==> config.mk <==
export PLATFORM = sky130hd
export DESIGN_NAME = script_source_tokenizer
export DESIGN_NICKNAME = d
export VERILOG_FILES = /design/src/design/sst_pkg.sv /design/src/design/script_source_tokenizer.sv
export SDC_FILE = /design/constraint.sdc
export NUM_CORES = 1
export LEC_CHECK = 0
export BUFFER_PORTS_ARGS = -buffer_cell sky130_fd_sc_hd__buf_4
export CAP_MARGIN = 20
export CORE_ASPECT_RATIO = 0.75
export CORE_MARGIN = 2
export CORE_UTILIZATION = 35
export CTS_CLUSTER_DIAMETER = 80
export DETAILED_ROUTE_END_ITERATION = 6
export PLACE_DENSITY = 0.56
export SLEW_MARGIN = 20
export SYNTH_ARGS = -nofsm -noshare
export SYNTH_HDL_FRONTEND = slang
export SYNTH_SLANG_ARGS = --single-unit
==> constraint.sdc <==
create_clock -name clk -period 10.4 [get_ports clk]
set_input_delay 0 -clock clk [delete_from_list [all_inputs] [get_ports clk]]
set_output_delay 0 -clock clk [all_outputs]
set_load 0.05 [all_outputs]
==> src/design/sst_pkg.sv <==
`default_nettype none
package sst_pkg;

  localparam int MAX_TEXT_LEN = 1048576;
  localparam int WORD_BUFFER_CHARS = 9;
  localparam int POS_W = $clog2(MAX_TEXT_LEN) + 1;
  localparam int START_W = 20;
  localparam int LEN_W = 21;
  localparam int WIDX_W = $clog2(WORD_BUFFER_CHARS);

  // token kinds that the scanner names directly
  localparam logic [6:0] K_WS = 7'd0;
  localparam logic [6:0] K_LT = 7'd1;
  localparam logic [6:0] K_ID = 7'd2;
  localparam logic [6:0] K_NUM = 7'd3;
  localparam logic [6:0] K_STR = 7'd4;
  localparam logic [6:0] K_INC = 7'd20;
  localparam logic [6:0] K_DEC = 7'd21;
  localparam logic [6:0] K_AND = 7'd18;
  localparam logic [6:0] K_OR = 7'd19;
  localparam logic [6:0] K_NONE = 7'd0;
  localparam logic [6:0] K_END = 7'd51;
  localparam logic [6:0] K_WORD0 = 7'd52;

  // error codes
  localparam logic [2:0] E_OK = 3'd0;
  localparam logic [2:0] E_UNTERM = 3'd1;
  localparam logic [2:0] E_NL_STR = 3'd2;
  localparam logic [2:0] E_ESCAPE = 3'd3;
  localparam logic [2:0] E_BAD_CHAR = 3'd4;
  localparam logic [2:0] E_BAD_NUM = 3'd5;
  localparam logic [2:0] E_TOO_LONG = 3'd6;

  // punctuator prefix codes
  localparam logic [3:0] P_GT = 4'd1;
  localparam logic [3:0] P_GT2 = 4'd2;
  localparam logic [3:0] P_LT = 4'd4;
  localparam logic [3:0] P_SHL = 4'd5;
  localparam logic [3:0] P_PLUS = 4'd7;
  localparam logic [3:0] P_MINUS = 4'd8;
  localparam logic [3:0] P_AMP = 4'd12;
  localparam logic [3:0] P_BAR = 4'd14;
  localparam logic [3:0] P_DOT = 4'd15;

  // number flag codes
  localparam logic [2:0] NF_INT = 3'd0;
  localparam logic [2:0] NF_DOT = 3'd1;
  localparam logic [2:0] NF_EXP = 3'd2;
  localparam logic [2:0] NF_EXP_D = 3'd3;
  localparam logic [2:0] NF_DEXP = 3'd4;
  localparam logic [2:0] NF_DEXP_D = 3'd5;
  localparam logic [2:0] NF_DOT_AFT = 3'd6;

  typedef enum logic [3:0] {
    M_IDLE, M_WS, M_LT, M_ID, M_NUM, M_PUNCT, M_STR, M_ESC, M_HALT
  } scan_mode_t;

  typedef logic [WORD_BUFFER_CHARS-1:0][6:0] wbuf_t;

  typedef struct packed {
    logic [6:0] kind;
    logic [START_W-1:0] start;
    logic [LEN_W-1:0] len;
    logic [2:0] err;
  } tok_t;

  localparam logic [71:0] WORD_TXT [20] = '{
    "undefined", "null", "false", "true", "break", "continue", "delete", "else",
    "for", "function", "if", "in", "new", "return", "this", "typeof", "var",
    "void", "while", "with"};
  localparam int WORD_LEN [20] = '{9, 4, 5, 4, 5, 8, 6, 4, 3, 8, 2, 2, 3, 6, 4, 6, 3,
                                   4, 5, 4};

  function automatic logic is_ws(input logic [15:0] c);
    return c == 16'h09 || c == 16'h0B || c == 16'h0C || c == 16'h20;
  endfunction

  function automatic logic is_lt(input logic [15:0] c);
    return c == 16'h0A || c == 16'h0D;
  endfunction

  function automatic logic is_dig(input logic [15:0] c);
    return c >= 16'h30 && c <= 16'h39;
  endfunction

  function automatic logic is_letter(input logic [15:0] c);
    return c == 16'h5F || c == 16'h24 || (c >= 16'h61 && c <= 16'h7A) ||
           (c >= 16'h41 && c <= 16'h5A);
  endfunction

  // bit 4 flags a prefix character
  function automatic logic [4:0] prefix_of(input logic [15:0] c);
    logic [4:0] r;
    case (c)
      16'h3D: r = 5'h10;
      16'h3E: r = 5'h11;
      16'h3C: r = 5'h14;
      16'h21: r = 5'h16;
      16'h2B: r = 5'h17;
      16'h2D: r = 5'h18;
      16'h2A: r = 5'h19;
      16'h2F: r = 5'h1A;
      16'h25: r = 5'h1B;
      16'h26: r = 5'h1C;
      16'h5E: r = 5'h1D;
      16'h7C: r = 5'h1E;
      16'h2E: r = 5'h1F;
      default: r = 5'h00;
    endcase
    return r;
  endfunction

  function automatic logic [6:0] single_kind(input logic [15:0] c);
    logic [6:0] r;
    case (c)
      16'h2C: r = 7'd12;
      16'h7E: r = 7'd14;
      16'h3F: r = 7'd15;
      16'h3A: r = 7'd16;
      16'h28: r = 7'd44;
      16'h29: r = 7'd45;
      16'h7B: r = 7'd46;
      16'h7D: r = 7'd47;
      16'h5B: r = 7'd48;
      16'h5D: r = 7'd49;
      16'h3B: r = 7'd50;
      default: r = K_NONE;
    endcase
    return r;
  endfunction

  function automatic logic [6:0] lone_kind(input logic [3:0] pf);
    logic [6:0] r;
    case (pf)
      4'd0: r = 7'd5;   4'd1: r = 7'd6;   4'd2: r = 7'd31;  4'd3: r = 7'd32;
      4'd4: r = 7'd7;   4'd5: r = 7'd30;  4'd6: r = 7'd13;  4'd7: r = 7'd22;
      4'd8: r = 7'd23;  4'd9: r = 7'd24;  4'd10: r = 7'd25; 4'd11: r = 7'd29;
      4'd12: r = 7'd26; 4'd13: r = 7'd28; 4'd14: r = 7'd27; default: r = 7'd17;
    endcase
    return r;
  endfunction

  function automatic logic [6:0] eq_kind(input logic [3:0] pf);
    logic [6:0] r;
    case (pf)
      4'd0: r = 7'd8;   4'd1: r = 7'd10;  4'd2: r = 7'd42;  4'd3: r = 7'd43;
      4'd4: r = 7'd9;   4'd5: r = 7'd41;  4'd6: r = 7'd11;  4'd7: r = 7'd33;
      4'd8: r = 7'd34;  4'd9: r = 7'd35;  4'd10: r = 7'd36; 4'd11: r = 7'd40;
      4'd12: r = 7'd37; 4'd13: r = 7'd39; 4'd14: r = 7'd38; default: r = K_NONE;
    endcase
    return r;
  endfunction

  // parallel reserved-word compare against the buffered identifier
  function automatic logic [6:0] word_kind(input wbuf_t wb, input logic wl,
                                           input logic [LEN_W-1:0] len);
    logic [6:0] r;
    logic same;
    r = K_ID;
    if (!wl && len <= LEN_W'(WORD_BUFFER_CHARS)) begin
      for (int w = 0; w < 20; w++) begin
        same = (len == LEN_W'(WORD_LEN[w]));
        for (int k = 0; k < WORD_BUFFER_CHARS; k++) begin
          if (k < WORD_LEN[w] && wb[k] != WORD_TXT[w][8*(WORD_LEN[w]-1-k) +: 7]) begin
            same = 1'b0;
          end
        end
        if (same) r = K_WORD0 + 7'(w);
      end
    end
    return r;
  endfunction

endpackage
`default_nettype wire

==> src/design/script_source_tokenizer.sv <==
`default_nettype none
// channel  | direction | handshake          | payload
// in_      | input     | in_valid/in_stall  | char_code, last_char
// out_     | output    | out_valid/out_stall| token_kind, token_start, token_length,
//          |           |                    | error_code, last_of_run
// one character is scanned per cycle while in_stall is low, in a single combinational pass, and its
// 0 to 3 tokens land in a result queue; the queue drains one token per cycle while out_stall is low,
// so a character is taken every cycle while each gives at most one token.
// reset is synchronous; no clearing pass is needed.
// out_stall holds the queue; the next character waits until the queue's
// final token transfers.
module script_source_tokenizer import sst_pkg::*; (
  input  wire logic               clk,
  input  wire logic               rst_n,
  input  wire logic               in_valid,
  output logic                    in_stall,
  input  wire logic [15:0]        in_char_code,
  input  wire logic               in_last_char,
  output logic                    out_valid,
  input  wire logic               out_stall,
  output logic [6:0]              out_token_kind,
  output logic [START_W-1:0]      out_token_start,
  output logic [LEN_W-1:0]        out_token_length,
  output logic [2:0]              out_error_code,
  output logic                    out_last_of_run
);

  // scanner state
  logic [POS_W-1:0]   pos_r, pos_nxt;
  logic [START_W-1:0] ps_r, ps_nxt;
  scan_mode_t         mode_r, mode_nxt;
  logic               qd_r, qd_nxt;
  logic [2:0]         nf_r, nf_nxt;
  logic [3:0]         pp_r, pp_nxt;
  wbuf_t              wb_r, wb_nxt;
  logic               wl_r, wl_nxt;

  // result queue
  tok_t       q_r [3];
  tok_t       res [3];
  logic [1:0] cnt_r, idx_r, n;

  logic in_xfer, out_xfer, q_last;

  assign out_valid = (cnt_r != 2'd0);
  assign q_last = (idx_r == cnt_r - 2'd1);
  assign out_xfer = out_valid && !out_stall;
  assign in_stall = out_valid && !(out_xfer && q_last);
  assign in_xfer = in_valid && !in_stall;

  assign out_token_kind = q_r[idx_r].kind;
  assign out_token_start = q_r[idx_r].start;
  assign out_token_length = q_r[idx_r].len;
  assign out_error_code = q_r[idx_r].err;
  assign out_last_of_run = q_last;

  // single-pass scan of one character
  always_comb begin
    logic [15:0]        c;
    logic [START_W-1:0] p;
    logic [LEN_W-1:0]   len, clen;
    logic               used, stp, clr, cerr, last;
    logic [6:0]         k, sk;
    logic [4:0]         pfx;
    tok_t               t;

    c = in_char_code;
    last = in_last_char;
    pos_nxt = pos_r;
    ps_nxt = ps_r;
    mode_nxt = mode_r;
    qd_nxt = qd_r;
    nf_nxt = nf_r;
    pp_nxt = pp_r;
    wb_nxt = wb_r;
    wl_nxt = wl_r;
    for (int i = 0; i < 3; i++) res[i] = '0;
    n = 2'd0;
    used = 1'b0;
    stp = 1'b0;
    clr = 1'b0;
    cerr = 1'b0;
    k = K_NONE;
    sk = K_NONE;
    pfx = '0;
    t = '0;
    clen = '0;
    p = pos_r[START_W-1:0];
    len = {1'b0, p} - {1'b0, ps_r};

    if (mode_r == M_HALT) begin
      used = 1'b1;
      clr = last;
    end else if (pos_r >= POS_W'(MAX_TEXT_LEN)) begin
      res[n] = '{K_WS, '0, '0, E_TOO_LONG};
      n = n + 2'd1;
      stp = 1'b1;
    end else begin
      pos_nxt = pos_r + POS_W'(1);
      unique case (mode_r)
        M_WS: used = is_ws(c);
        M_LT: used = is_lt(c);
        M_ID: begin
          if (is_letter(c) || is_dig(c)) begin
            used = 1'b1;
            if (len < LEN_W'(WORD_BUFFER_CHARS)) wb_nxt[len[WIDX_W-1:0]] = c[6:0];
            else wl_nxt = 1'b1;
          end
        end
        M_NUM: begin
          if (is_dig(c)) begin
            used = 1'b1;
            if (nf_r == NF_EXP) nf_nxt = NF_EXP_D;
            else if (nf_r == NF_DEXP) nf_nxt = NF_DEXP_D;
          end else if (c == 16'h2E) begin
            if (nf_r == NF_INT) begin
              used = 1'b1; nf_nxt = NF_DOT;
            end else if (nf_r == NF_EXP || nf_r == NF_EXP_D) begin
              used = 1'b1; nf_nxt = NF_DOT_AFT;
            end
          end else if (c == 16'h65 || c == 16'h45) begin
            if (nf_r == NF_INT) begin
              used = 1'b1; nf_nxt = NF_EXP;
            end else if (nf_r == NF_DOT) begin
              used = 1'b1; nf_nxt = NF_DEXP;
            end
          end
        end
        M_PUNCT: begin
          if (pp_r == P_DOT && is_dig(c)) begin
            mode_nxt = M_NUM; nf_nxt = NF_DOT; used = 1'b1;
          end else if (c == 16'h3D && eq_kind(pp_r) != K_NONE) begin
            k = eq_kind(pp_r);
          end else if (c == 16'h3E && (pp_r == P_GT || pp_r == P_GT2)) begin
            pp_nxt = pp_r + 4'd1; used = 1'b1;
          end else if (c == 16'h3C && pp_r == P_LT) begin
            pp_nxt = P_SHL; used = 1'b1;
          end else if (c == 16'h2B && pp_r == P_PLUS) k = K_INC;
          else if (c == 16'h2D && pp_r == P_MINUS) k = K_DEC;
          else if (c == 16'h26 && pp_r == P_AMP) k = K_AND;
          else if (c == 16'h7C && pp_r == P_BAR) k = K_OR;
          if (k != K_NONE) begin
            res[n] = '{k, ps_r, len + LEN_W'(1), E_OK};
            n = n + 2'd1;
            mode_nxt = M_IDLE;
            used = 1'b1;
          end
        end
        M_STR: begin
          used = 1'b1;
          if (is_lt(c)) begin
            res[n] = '{K_STR, ps_r, len + LEN_W'(1), E_NL_STR};
            n = n + 2'd1;
            stp = 1'b1;
          end else if (c == 16'h5C) begin
            mode_nxt = M_ESC;
          end else if (c == (qd_r ? 16'h22 : 16'h27)) begin
            res[n] = '{K_STR, ps_r, len + LEN_W'(1), E_OK};
            n = n + 2'd1;
            mode_nxt = M_IDLE;
          end
        end
        M_ESC: begin
          used = 1'b1;
          res[n] = '{K_STR, ps_r, len + LEN_W'(1), is_lt(c) ? E_NL_STR : E_ESCAPE};
          n = n + 2'd1;
          stp = 1'b1;
        end
        default: ;
      endcase

      // close the pending token before this character, then start a new one unless the close found an error
      if (!stp && !used) begin
        cerr = 1'b0;
        t = '{K_WS, ps_nxt, len, E_OK};
        unique case (mode_nxt)
          M_WS: t.kind = K_WS;
          M_LT: t.kind = K_LT;
          M_ID: t.kind = word_kind(wb_nxt, wl_nxt, len);
          M_NUM: begin
            t.kind = K_NUM;
            if (nf_nxt == NF_EXP || nf_nxt == NF_DEXP || nf_nxt == NF_DOT_AFT) begin
              t.err = E_BAD_NUM; cerr = 1'b1;
            end
          end
          M_PUNCT: t.kind = lone_kind(pp_nxt);
          M_STR, M_ESC: begin
            t.kind = K_STR; t.err = E_UNTERM; cerr = 1'b1;
          end
          default: ;
        endcase
        if (mode_nxt != M_IDLE && mode_nxt != M_HALT) begin
          res[n] = t;
          n = n + 2'd1;
        end
        mode_nxt = M_IDLE;
        if (cerr) begin
          stp = 1'b1;
        end else begin
          pfx = prefix_of(c);
          sk = single_kind(c);
          ps_nxt = p;
          if (c == 16'h22 || c == 16'h27) begin
            mode_nxt = M_STR; qd_nxt = (c == 16'h22);
          end else if (is_ws(c)) mode_nxt = M_WS;
          else if (is_lt(c)) mode_nxt = M_LT;
          else if (is_letter(c)) begin
            mode_nxt = M_ID; wb_nxt[0] = c[6:0]; wl_nxt = 1'b0;
          end else if (is_dig(c)) begin
            mode_nxt = M_NUM; nf_nxt = NF_INT;
          end else if (pfx[4]) begin
            mode_nxt = M_PUNCT; pp_nxt = pfx[3:0];
          end else if (sk != K_NONE) begin
            res[n] = '{sk, p, LEN_W'(1), E_OK};
            n = n + 2'd1;
          end else begin
            res[n] = '{K_WS, p, LEN_W'(1), E_BAD_CHAR};
            n = n + 2'd1;
            stp = 1'b1;
          end
        end
      end

      // last character: flush and add the end token unless the flush found an error
      if (!stp && last) begin
        cerr = 1'b0;
        clen = POS_W'(pos_nxt) - {1'b0, ps_nxt};
        t = '{K_WS, ps_nxt, clen, E_OK};
        unique case (mode_nxt)
          M_WS: t.kind = K_WS;
          M_LT: t.kind = K_LT;
          M_ID: t.kind = word_kind(wb_nxt, wl_nxt, clen);
          M_NUM: begin
            t.kind = K_NUM;
            if (nf_nxt == NF_EXP || nf_nxt == NF_DEXP || nf_nxt == NF_DOT_AFT) begin
              t.err = E_BAD_NUM; cerr = 1'b1;
            end
          end
          M_PUNCT: t.kind = lone_kind(pp_nxt);
          M_STR, M_ESC: begin
            t.kind = K_STR; t.err = E_UNTERM; cerr = 1'b1;
          end
          default: ;
        endcase
        if (mode_nxt != M_IDLE && mode_nxt != M_HALT) begin
          res[n] = t;
          n = n + 2'd1;
        end
        if (cerr) begin
          stp = 1'b1;
        end else begin
          res[n] = '{K_END, pos_nxt[START_W-1:0], '0, E_OK};
          n = n + 2'd1;
          clr = 1'b1;
        end
      end
    end

    if (stp) begin
      if (last) clr = 1'b1;
      else mode_nxt = M_HALT;
    end
    if (clr) begin
      pos_nxt = '0;
      ps_nxt = '0;
      mode_nxt = M_IDLE;
      qd_nxt = 1'b0;
      nf_nxt = '0;
      pp_nxt = '0;
      wb_nxt = '0;
      wl_nxt = 1'b0;
    end
  end

  // state register
  always_ff @(posedge clk) begin
    if (!rst_n) begin
      pos_r <= '0;
      ps_r <= '0;
      mode_r <= M_IDLE;
      qd_r <= 1'b0;
      nf_r <= '0;
      pp_r <= '0;
      wl_r <= 1'b0;
    end else if (in_xfer) begin
      pos_r <= pos_nxt;
      ps_r <= ps_nxt;
      mode_r <= mode_nxt;
      qd_r <= qd_nxt;
      nf_r <= nf_nxt;
      pp_r <= pp_nxt;
      wl_r <= wl_nxt;
    end
  end

  // word buffer, undefined until written
  always_ff @(posedge clk) begin
    if (in_xfer) wb_r <= wb_nxt;
  end

  // result queue control
  always_ff @(posedge clk) begin
    if (!rst_n) begin
      cnt_r <= '0;
      idx_r <= '0;
    end else if (in_xfer) begin
      cnt_r <= n;
      idx_r <= '0;
    end else if (out_xfer) begin
      if (q_last) cnt_r <= '0;
      else idx_r <= idx_r + 2'd1;
    end
  end

  // result queue payload
  always_ff @(posedge clk) begin
    if (in_xfer) begin
      for (int i = 0; i < 3; i++) q_r[i] <= res[i];
    end
  end

  // checks
  a_idx_in_range: assert property (@(posedge clk) disable iff (!rst_n)
    out_valid |-> (idx_r < cnt_r))
    else $error("queue index beyond count");

  a_accept_drains: assert property (@(posedge clk) disable iff (!rst_n)
    (in_xfer && out_valid) |-> (out_xfer && q_last))
    else $error("character taken while queue still holds tokens");

  a_results_shown: assert property (@(posedge clk) disable iff (!rst_n)
    (in_xfer && n != 2'd0) |=> (out_valid && idx_r == 2'd0))
    else $error("tokens of a character not presented");

endmodule
`default_nettype wire

==> metrics.yaml, run 1 <==
num_rows: 85
worst_slew_pin_slew_ns: 1.17
synth-main-ff-cell: "edfxtp_1"
leakage_nw: 9.97
synthCells: 3259
gr-total-overflow: 0
die-area_um2: 74300
grtUsageTotal_pct: 28.9
fin_nets: 3299
timing.rr.start: "mode_r[2]$_SDFFE_PN0P_"
port_buffers: 74
synth.distinct_cells: 126
clkTransAtPathRegs_ns: 0.06
min_period_over_period_pct: 84.3
start_util_pct: 35.3
cts_tree: "done"
clock.fmax_mhz: 114
die_width_um: 314
relSlewSlack_pct: 21.8
period_needed_ns: 8.77
crit_type: "input port to flop"
cts_resized: 0
synth_edf_count: 214
outcome: "completed"
setup_viol: 0
yosysMostFrequentCell: "nand2_1"
rsz0062_at_grt: "no"
final_layout_size_suffix_gt1_share_pct: 8.57
totalNegativeSetupSlack_ns: 0
gp_congestion: 1.06
total_power_mw: 3.31
cts_buffers: 35
postCtsHoldBufs: 13
grt_pass1_vias: 24300
syn_nets: 3352
area_delta_synth_final_pct: 10.3
grt_start_max_net_pins: 100
fin_skew_ns: 0.0363
final_antenna_net_count: 0
synth_warnings: 0
n_antenna_cell: 0
boundaryPins: 75
synth.area.top_cells: "edfxtp_1 (25%), nand2_1 (6.3%), a21oi_1 (5.4%), nor2_1 (5.2%), dfxtp_1 (5.2%)"
drcViolationCount: 0
async_reset_ff_share_pct: 0
crit_path_start_kind: "input port"
vias: 26600
synth.cell_area_um2: 25200
viasPerCell: 6.35
hpwl_um: 83000
fp.coreArea_um2: 71600
synth_top_area_cell: "edfxtp_1"
dr.pass1.iters: 6
drv_cap: 0
wirelength_um: 111000
cellPowerDensity_nw_per_um2: 119
critPathMaxFanout: 37
die_h_um: 237
min_path_type: "input port to flop"
ys_seq_elements: 279
yosysSeqAreaShare_pct: 30.6
arrival_ns: 9.07
clk_path_buf_depth: 3
synth_top_area_share_pct: 25.5
final_max_slew_viol_count: 0
vdd_drop_max_mv: 0.127
grt_first_pass_wirelength_um: 164000
cts.sink_count: 279
r2r_slack_ns: 1.95
antenna_found_initial: 1
rr_endpoint: "q_r[1][45]$_SDFFCE_PP0P_"
crit_path_end_kind: "flop"
crit_start: "in_char_code[0]"
critPathCapture: "q_r[1][45]$_SDFFCE_PP0P_"
reg2reg_depth: 22
routedWlPerCell_um: 26.4
cts-root-buf: "clkbuf_16"
postCtsSetupBuffers: 0
clock_latency_ns: 0.59
avgSynthCellArea_um2: 7.74
hold_viol_final: 0
synth.top_cells.by_count: "nand2_1 (423), nor2_1 (348), a21oi_1 (271), edfxtp_1 (214), o21ai_0 (200)"
h-tree-depth: 2
cp_data_required_time_ns: 10.70
drt-initial-drc-count: 4053
## metrics by stage
step                      instances  hold WS [ns]  instance area [um2]  setup slack, ns  util, %
final                          4190        0.0437                27800             1.63     38.9
after global routing           4190        0.0579                27800             1.18     38.9
after CTS                      4190      0.000804                27800             1.96     38.9
after detailed placement       4113         0.365                26500             1.86     37.0
after global placement         4113         0.357                26500             1.98     37.0
after floorplan                3259         0.228                25200             2.60        -
## how the worst min path moves through the flow
stage	startpoint	endpoint	slack, ns	cells past startpoint
floorplan	in_valid	cnt_r[0]$_SDFFE_PN0P_	0.23	3
global placement	in_valid	cnt_r[0]$_SDFFE_PN0P_	0.36	4
detailed placement	in_valid	cnt_r[0]$_SDFFE_PN0P_	0.36	4
CTS	in_char_code[2]	wb_r[44]$_SDFFCE_PP0P_	0.0008	3
global route	in_char_code[2]	wb_r[44]$_SDFFCE_PP0P_	0.06	3
finish	in_char_code[2]	wb_r[44]$_SDFFCE_PP0P_	0.04	3
## logic make-up after synthesis
kind of cell             after synthesis  share of synthesized area (%)
AND/OR/NAND/NOR                     1477                           29.2
AO/OA/AOI/OAI                        898                           23.1
buffers and inverters                315                           5.01
flip-flops                           279                           30.6
multiplexers                         135                           5.51
XOR/XNOR                              83                           2.94
adder cells (fa/ha/maj)               72                           3.60
## layer usage
layer | global-route usage, % | wire, um | up-vias | share of wire (%)
met3 | 8.05 | 14500 | 211 | 13
met1 | 45.4 | 51600 | 12700 | 47
li1 | - | - | 12000 | -
met4 | 7.87 | 2970 | 2 | 2.7
met2 | 37.5 | 41500 | 1709 | 38
met5 | 0 | 13 | - | 0.012
## report_power, final
part | switching [mW] | internal, mW | leakage, nW | total (mW)
Combinational | 0.518 | 0.172 | 6.73 | 0.690
Sequential | 0.0432 | 1.28 | 2.67 | 1.32
Clock | 0.543 | 0.755 | 0.571 | 1.30
Total | 1.11 | 2.20 | 9.97 | 3.31
## final cells by class
type	instances	area, um2
Fill cell	7426	43700
Multi-Input combinational cell	2665	16300
Sequential cell	279	7730
Tap cell	957	1200
Timing Repair Buffer	142	1100
Clock buffer	41	898
Inverter	83	317
Clock inverter	23	300
## sequential cells by signal, indices dropped and copies added, names as in the netlist, 2 cells and up, named ones only
| register | count |
|---|---|
| wb_r | 63 |
| ps_r | 20 |
| mode_r | 4 |
| nf_r | 3 |
| pos_r | 21 |
| cnt_r | 2 |
| idx_r | 2 |
| pp_r | 4 |
| q_r | 151 |
## layout by cell type (no fill, tap or decap), types with 22 or more instances in the layout
cell,instances
o21a_1,23
inv_1,78
dfxtp_1,63
buf_4,129
xnor2_1,54
or3_1,26
o21ai_0,198
xor2_1,27
a31oi_1,32
o211ai_1,33
nor2_1,347
nand3_1,119
a211oi_1,41
a22oi_1,40
nand4_1,53
nand2_1,423
edfxtp_1,214
a21oi_1,269
mux2i_1,121
nor3_1,135
a21o_1,22
and3_1,46
ha_1,71
nor2b_1,55
nor4_1,45
clkbuf_16,35
o22ai_1,46
and2_1,53
nand2b_1,33
## critical path, cell delays in order
cell and delay [ns]:
dlygate4sd3_1 0.52, buf_4 0.40, nor4bb_1 0.90, and4_1 0.39, a221oi_1 0.07, a211oi_1 0.56, nand2b_1 0.23, or2_1 0.72
nor2_1 0.36, buf_4 0.30, o21ai_0 0.33, inv_1 0.19, ha_1 0.41, a21oi_1 0.24, o21ai_0 0.14, a2111oi_0 0.46
a31oi_1 0.25, nor3b_2 0.46, o41ai_2 0.15, xnor2_1 0.74, o21ai_0 0.19, nor4_1 0.37, a31oi_1 0.30, nor2_1 0.21
o221ai_1 0.14
No activity file was read; power rests on OpenSTA's default activity.
==> inputs of run 2 (changes only) <==
--- a/config.mk
+++ b/config.mk
@@ -5,6 +5,7 @@
 export SDC_FILE = /design/constraint.sdc
 export NUM_CORES = 1
 export LEC_CHECK = 0
+export ABC_AREA = 1
 export BUFFER_PORTS_ARGS = -buffer_cell sky130_fd_sc_hd__buf_4
 export CAP_MARGIN = 20
 export CORE_ASPECT_RATIO = 0.75
@@ -12,7 +13,7 @@
 export CORE_UTILIZATION = 35
 export CTS_CLUSTER_DIAMETER = 80
 export DETAILED_ROUTE_END_ITERATION = 6
-export PLACE_DENSITY = 0.56
+export PLACE_DENSITY = 0.58
 export SLEW_MARGIN = 20
 export SYNTH_ARGS = -nofsm -noshare
 export SYNTH_HDL_FRONTEND = slang
==> constraint.sdc (replaced) <==
create_clock -name clk -period 7.5 [get_ports clk]
set_input_delay 0 -clock clk [delete_from_list [all_inputs] [get_ports clk]]
set_output_delay 0 -clock clk [all_outputs]
set_load 0.05 [all_outputs]
==> run 2 against run 1 <==
Design area is 3.5% lower. Power is 45% higher. Sequential power is 39% higher. Count of clock-buffer cells in the layout is 2 higher. Critical path type is now flop to flop. Global-route usage is 0.70 points lower.
==> metrics.yaml, run 2 <==
ys_seq_elements: 279  # unchanged
vias: 25800  # -2.9%
fp.coreArea_um2: 67100  # -6.3%
rsz0062_at_grt: "no"
yosysMostFrequentCell: "nand2_1"
synthCells: 3551  # +9.0%
crit_path_top_delay_cell: "nor3_1"
synth_top_area_cell: "edfxtp_1"
grtUsageTotal_pct: 28.2  # -0.70 points
fin_skew_ns: 0.0232  # -0.0131 ns
synth_edf_count: 214  # unchanged
arrival_ns: 7.32  # -1.75 ns
totalNegativeSetupSlack_ns: 0  # unchanged
final_layout_size_suffix_gt1_share_pct: 11.1  # +2.6 points
area_delta_synth_final_pct: 12.8
cts_buffers: 35  # unchanged
synth.distinct_cells: 69  # -45%
min_period_over_period_pct: 93.3
h-tree-depth: 2  # unchanged
synthMuxAreaShare_pct: 0  # -5.5 points
worst_slew_pin_slew_ns: 1.10  # -0.0650 ns
leakage_nw: 12.0  # +20%
min_path_type: "input port to flop"
crit_type: "flop to flop"
wirelength_um: 101000  # -8.2%
most-common-layout-cells: "nand2_1 (693), nor2_1 (526), inv_1 (486), a21oi_1 (254), nand3_1 (217)"
syn_nets: 3644  # +8.7%
clk_path_buf_depth: 3  # unchanged
synth.area.top_cells: "edfxtp_1 (27%), nand2_1 (11%), nor2_1 (8.3%), inv_1 (7.7%), dfxtp_1 (5.5%)"
routedWlPerCell_um: 22.3  # -15%
setup_viol: 0  # unchanged
critPathMaxFanout: 11  # -70%
avgSynthCellArea_um2: 6.71  # -13%
grt_start_max_net_pins: 79  # -21%
relSlewSlack_pct: 26.2  # +4.4 points
final_antenna_net_count: 0  # unchanged
outcome: "completed"
cp_data_required_time_ns: 7.82  # -2.88 ns
die-area_um2: 70200  # -5.5%
gr-total-overflow: 0  # unchanged
vdd_drop_max_mv: 0.125  # -1.5%
min_from: "in_char_code[2]"
boundaryPins: 75  # unchanged
final.fill_count: 7146  # -3.8%
grt_first_pass_wirelength_um: 150000  # -8.3%
synth_warnings: 0  # unchanged
cts_tree: "done"
hpwl_um: 76700  # -7.6%
largestRegisters: "q_r (151), wb_r (63), pos_r (21)"
port_buffers: 74  # unchanged
dr.pass1.iters: 6  # unchanged
die_width_um: 305  # -2.8%
cts-root-buf: "clkbuf_16"
place_ws_ns: 0.0903  # -1.77 ns
grt_pass1_vias: 23400  # -3.8%
cts.sink_count: 279  # unchanged
synth-compound-area-share_pct: 17.7  # -5.4 points
regMostFlops: "q_r"
die_h_um: 230  # -2.8%
yosysSeqAreaShare_pct: 32.4  # +1.8 points
layout_setup_ws_ns: 0.501  # -1.13 ns
viasPerCell: 5.69  # -10%
start_util_pct: 35.5  # +0.25 points
crit_path_start_kind: "flop"
synth-main-ff-cell: "edfxtp_1"
drt-initial-drc-count: 3642  # -10%
crit_top_cell: "nand2_1"
synth.cell_area_um2: 23800  # -5.6%
crit_start: "pos_r[1]$_SDFFE_PN0P_"
slowest_delay_ns: 0.50  # -0.40 ns
synth.top_cells.by_count: "nand2_1 (694), nor2_1 (528), inv_1 (489), a21oi_1 (254), nand3_1 (217)"
drcViolationCount: 0  # unchanged
layout_commonest_cell: "nand2_1"
synth_xor_area_share_pct: 1.52  # -1.4 points
period_needed_ns: 7.00
largest_reg_flops: 151  # unchanged
synth_top_area_share_pct: 27.0  # +1.5 points
hold_viol_final: 0  # unchanged
final_max_slew_viol_count: 0  # unchanged
clkTransAtPathRegs_ns: 0.06  # about the same
synthAdderAreaFrac_pct: 3.81  # +0.21 points
synthSimpleGateAreaFrac_pct: 33.6  # +4.5 points
fin_nets: 3723  # +13%
drv_cap: 0  # unchanged
async_reset_ff_share_pct: 0  # unchanged
gp_congestion: 1.02  # -3.5%
crit_path_end_kind: "flop"
clock.fmax_mhz: 143
clock_latency_ns: 0.59  # about the same
synth_top_family_by_area: "simple AND/OR/NAND/NOR gates"
timing.rr.start: "pos_r[1]$_SDFFE_PN0P_"
num_rows: 82  # -3.5%
cellPowerDensity_nw_per_um2: 178  # +50%
antenna_found_initial: 3  # +2
[run 2: area by class of cell]
| type | instances | area [um2] | area share (%) |
|---|---|---|---|
| Multi-Input combinational cell | 2605 | 13500 | 50.4 |
| Tap cell | 882 | 1100 | 4.11 |
| Sequential cell | 279 | 7730 | 28.8 |
| Clock buffer | 43 | 947 | 3.53 |
| Inverter | 537 | 2040 | 7.59 |
| Antenna cell | 2 | 5.00 | 0.0186 |
| Timing Repair Buffer | 172 | 1320 | 4.90 |
| Clock inverter | 18 | 189 | 0.703 |
[run 2: critical path: cells and delay by family (launching register included)]
kind	cells	cell delay, ns
buffers and inverters	9	1.03
AO/OA/AOI/OAI	1	0.09
AND/OR/NAND/NOR	28	4.37
XOR/XNOR	1	0.31
adder cells (fa/ha/maj)	1	0.43
flip-flops	1	0.48
[run 2: repair_timing]
action,4_1_cts,5_1_grt
endpoints found under the setup margin,0,21
resized for setup,0,7
hold buffers,10,0
hold endpoints to repair,46,0
setup buffers,0,3
[run 2: metal layers]
layer | up-vias | wire (um) | track usage [%]
met5 | - | 0 | 0
met4 | 0 | 2700 | 7.91
met3 | 164 | 15800 | 12.9
met2 | 1514 | 36600 | 35.5
met1 | 12000 | 46200 | 41.9
li1 | 12100 | - | -
[run 2: kinds of logic after synthesis]
kind of cell | count (synthesis)
simple gates | 1781
compound gates | 714
buf+inv | 667
flops | 279
fa+ha+maj | 72
xor+xnor | 38
[run 2: final timing paths]
kind | cells after the start | end | slack (ns)
setup / recovery | 40 | q_r[1][45]$_SDFFCE_PP0P_ | 0.50
hold / removal | 3 | wb_r[9]$_SDFFCE_PP0P_ | 0.07
hold reg to reg | 2 | cnt_r[1]$_SDFFE_PN0P_ | 0.49
setup reg to reg | 40 | q_r[1][45]$_SDFFCE_PP0P_ | 0.50
[run 2: per-stage QoR]
step | hold WS (ns) | instances | power [mW] | area (um2) | utilization [%]
detailed placement | 0.328 | 4462 | 3.01 | 25600 | 38.1
global route | 0.0946 | 4536 | 4.98 | 26900 | 40.0
global placement | 0.322 | 4462 | 3.01 | 25600 | 38.1
finish | 0.0668 | 4538 | 4.79 | 26900 | 40.0
CTS | 0.0180 | 4533 | 4.78 | 26800 | 40.0
floorplan | 0.174 | 3551 | 2.63 | 23800 | -
[run 2: power by group]
part           switching [mW]  total, mW  internal [mW]  leakage (nW)
clock network           0.754       1.76           1.01         0.561
registers              0.0435       1.83           1.79          2.68
logic                   0.898       1.19          0.292          8.77
total                    1.70       4.79           3.09          12.0
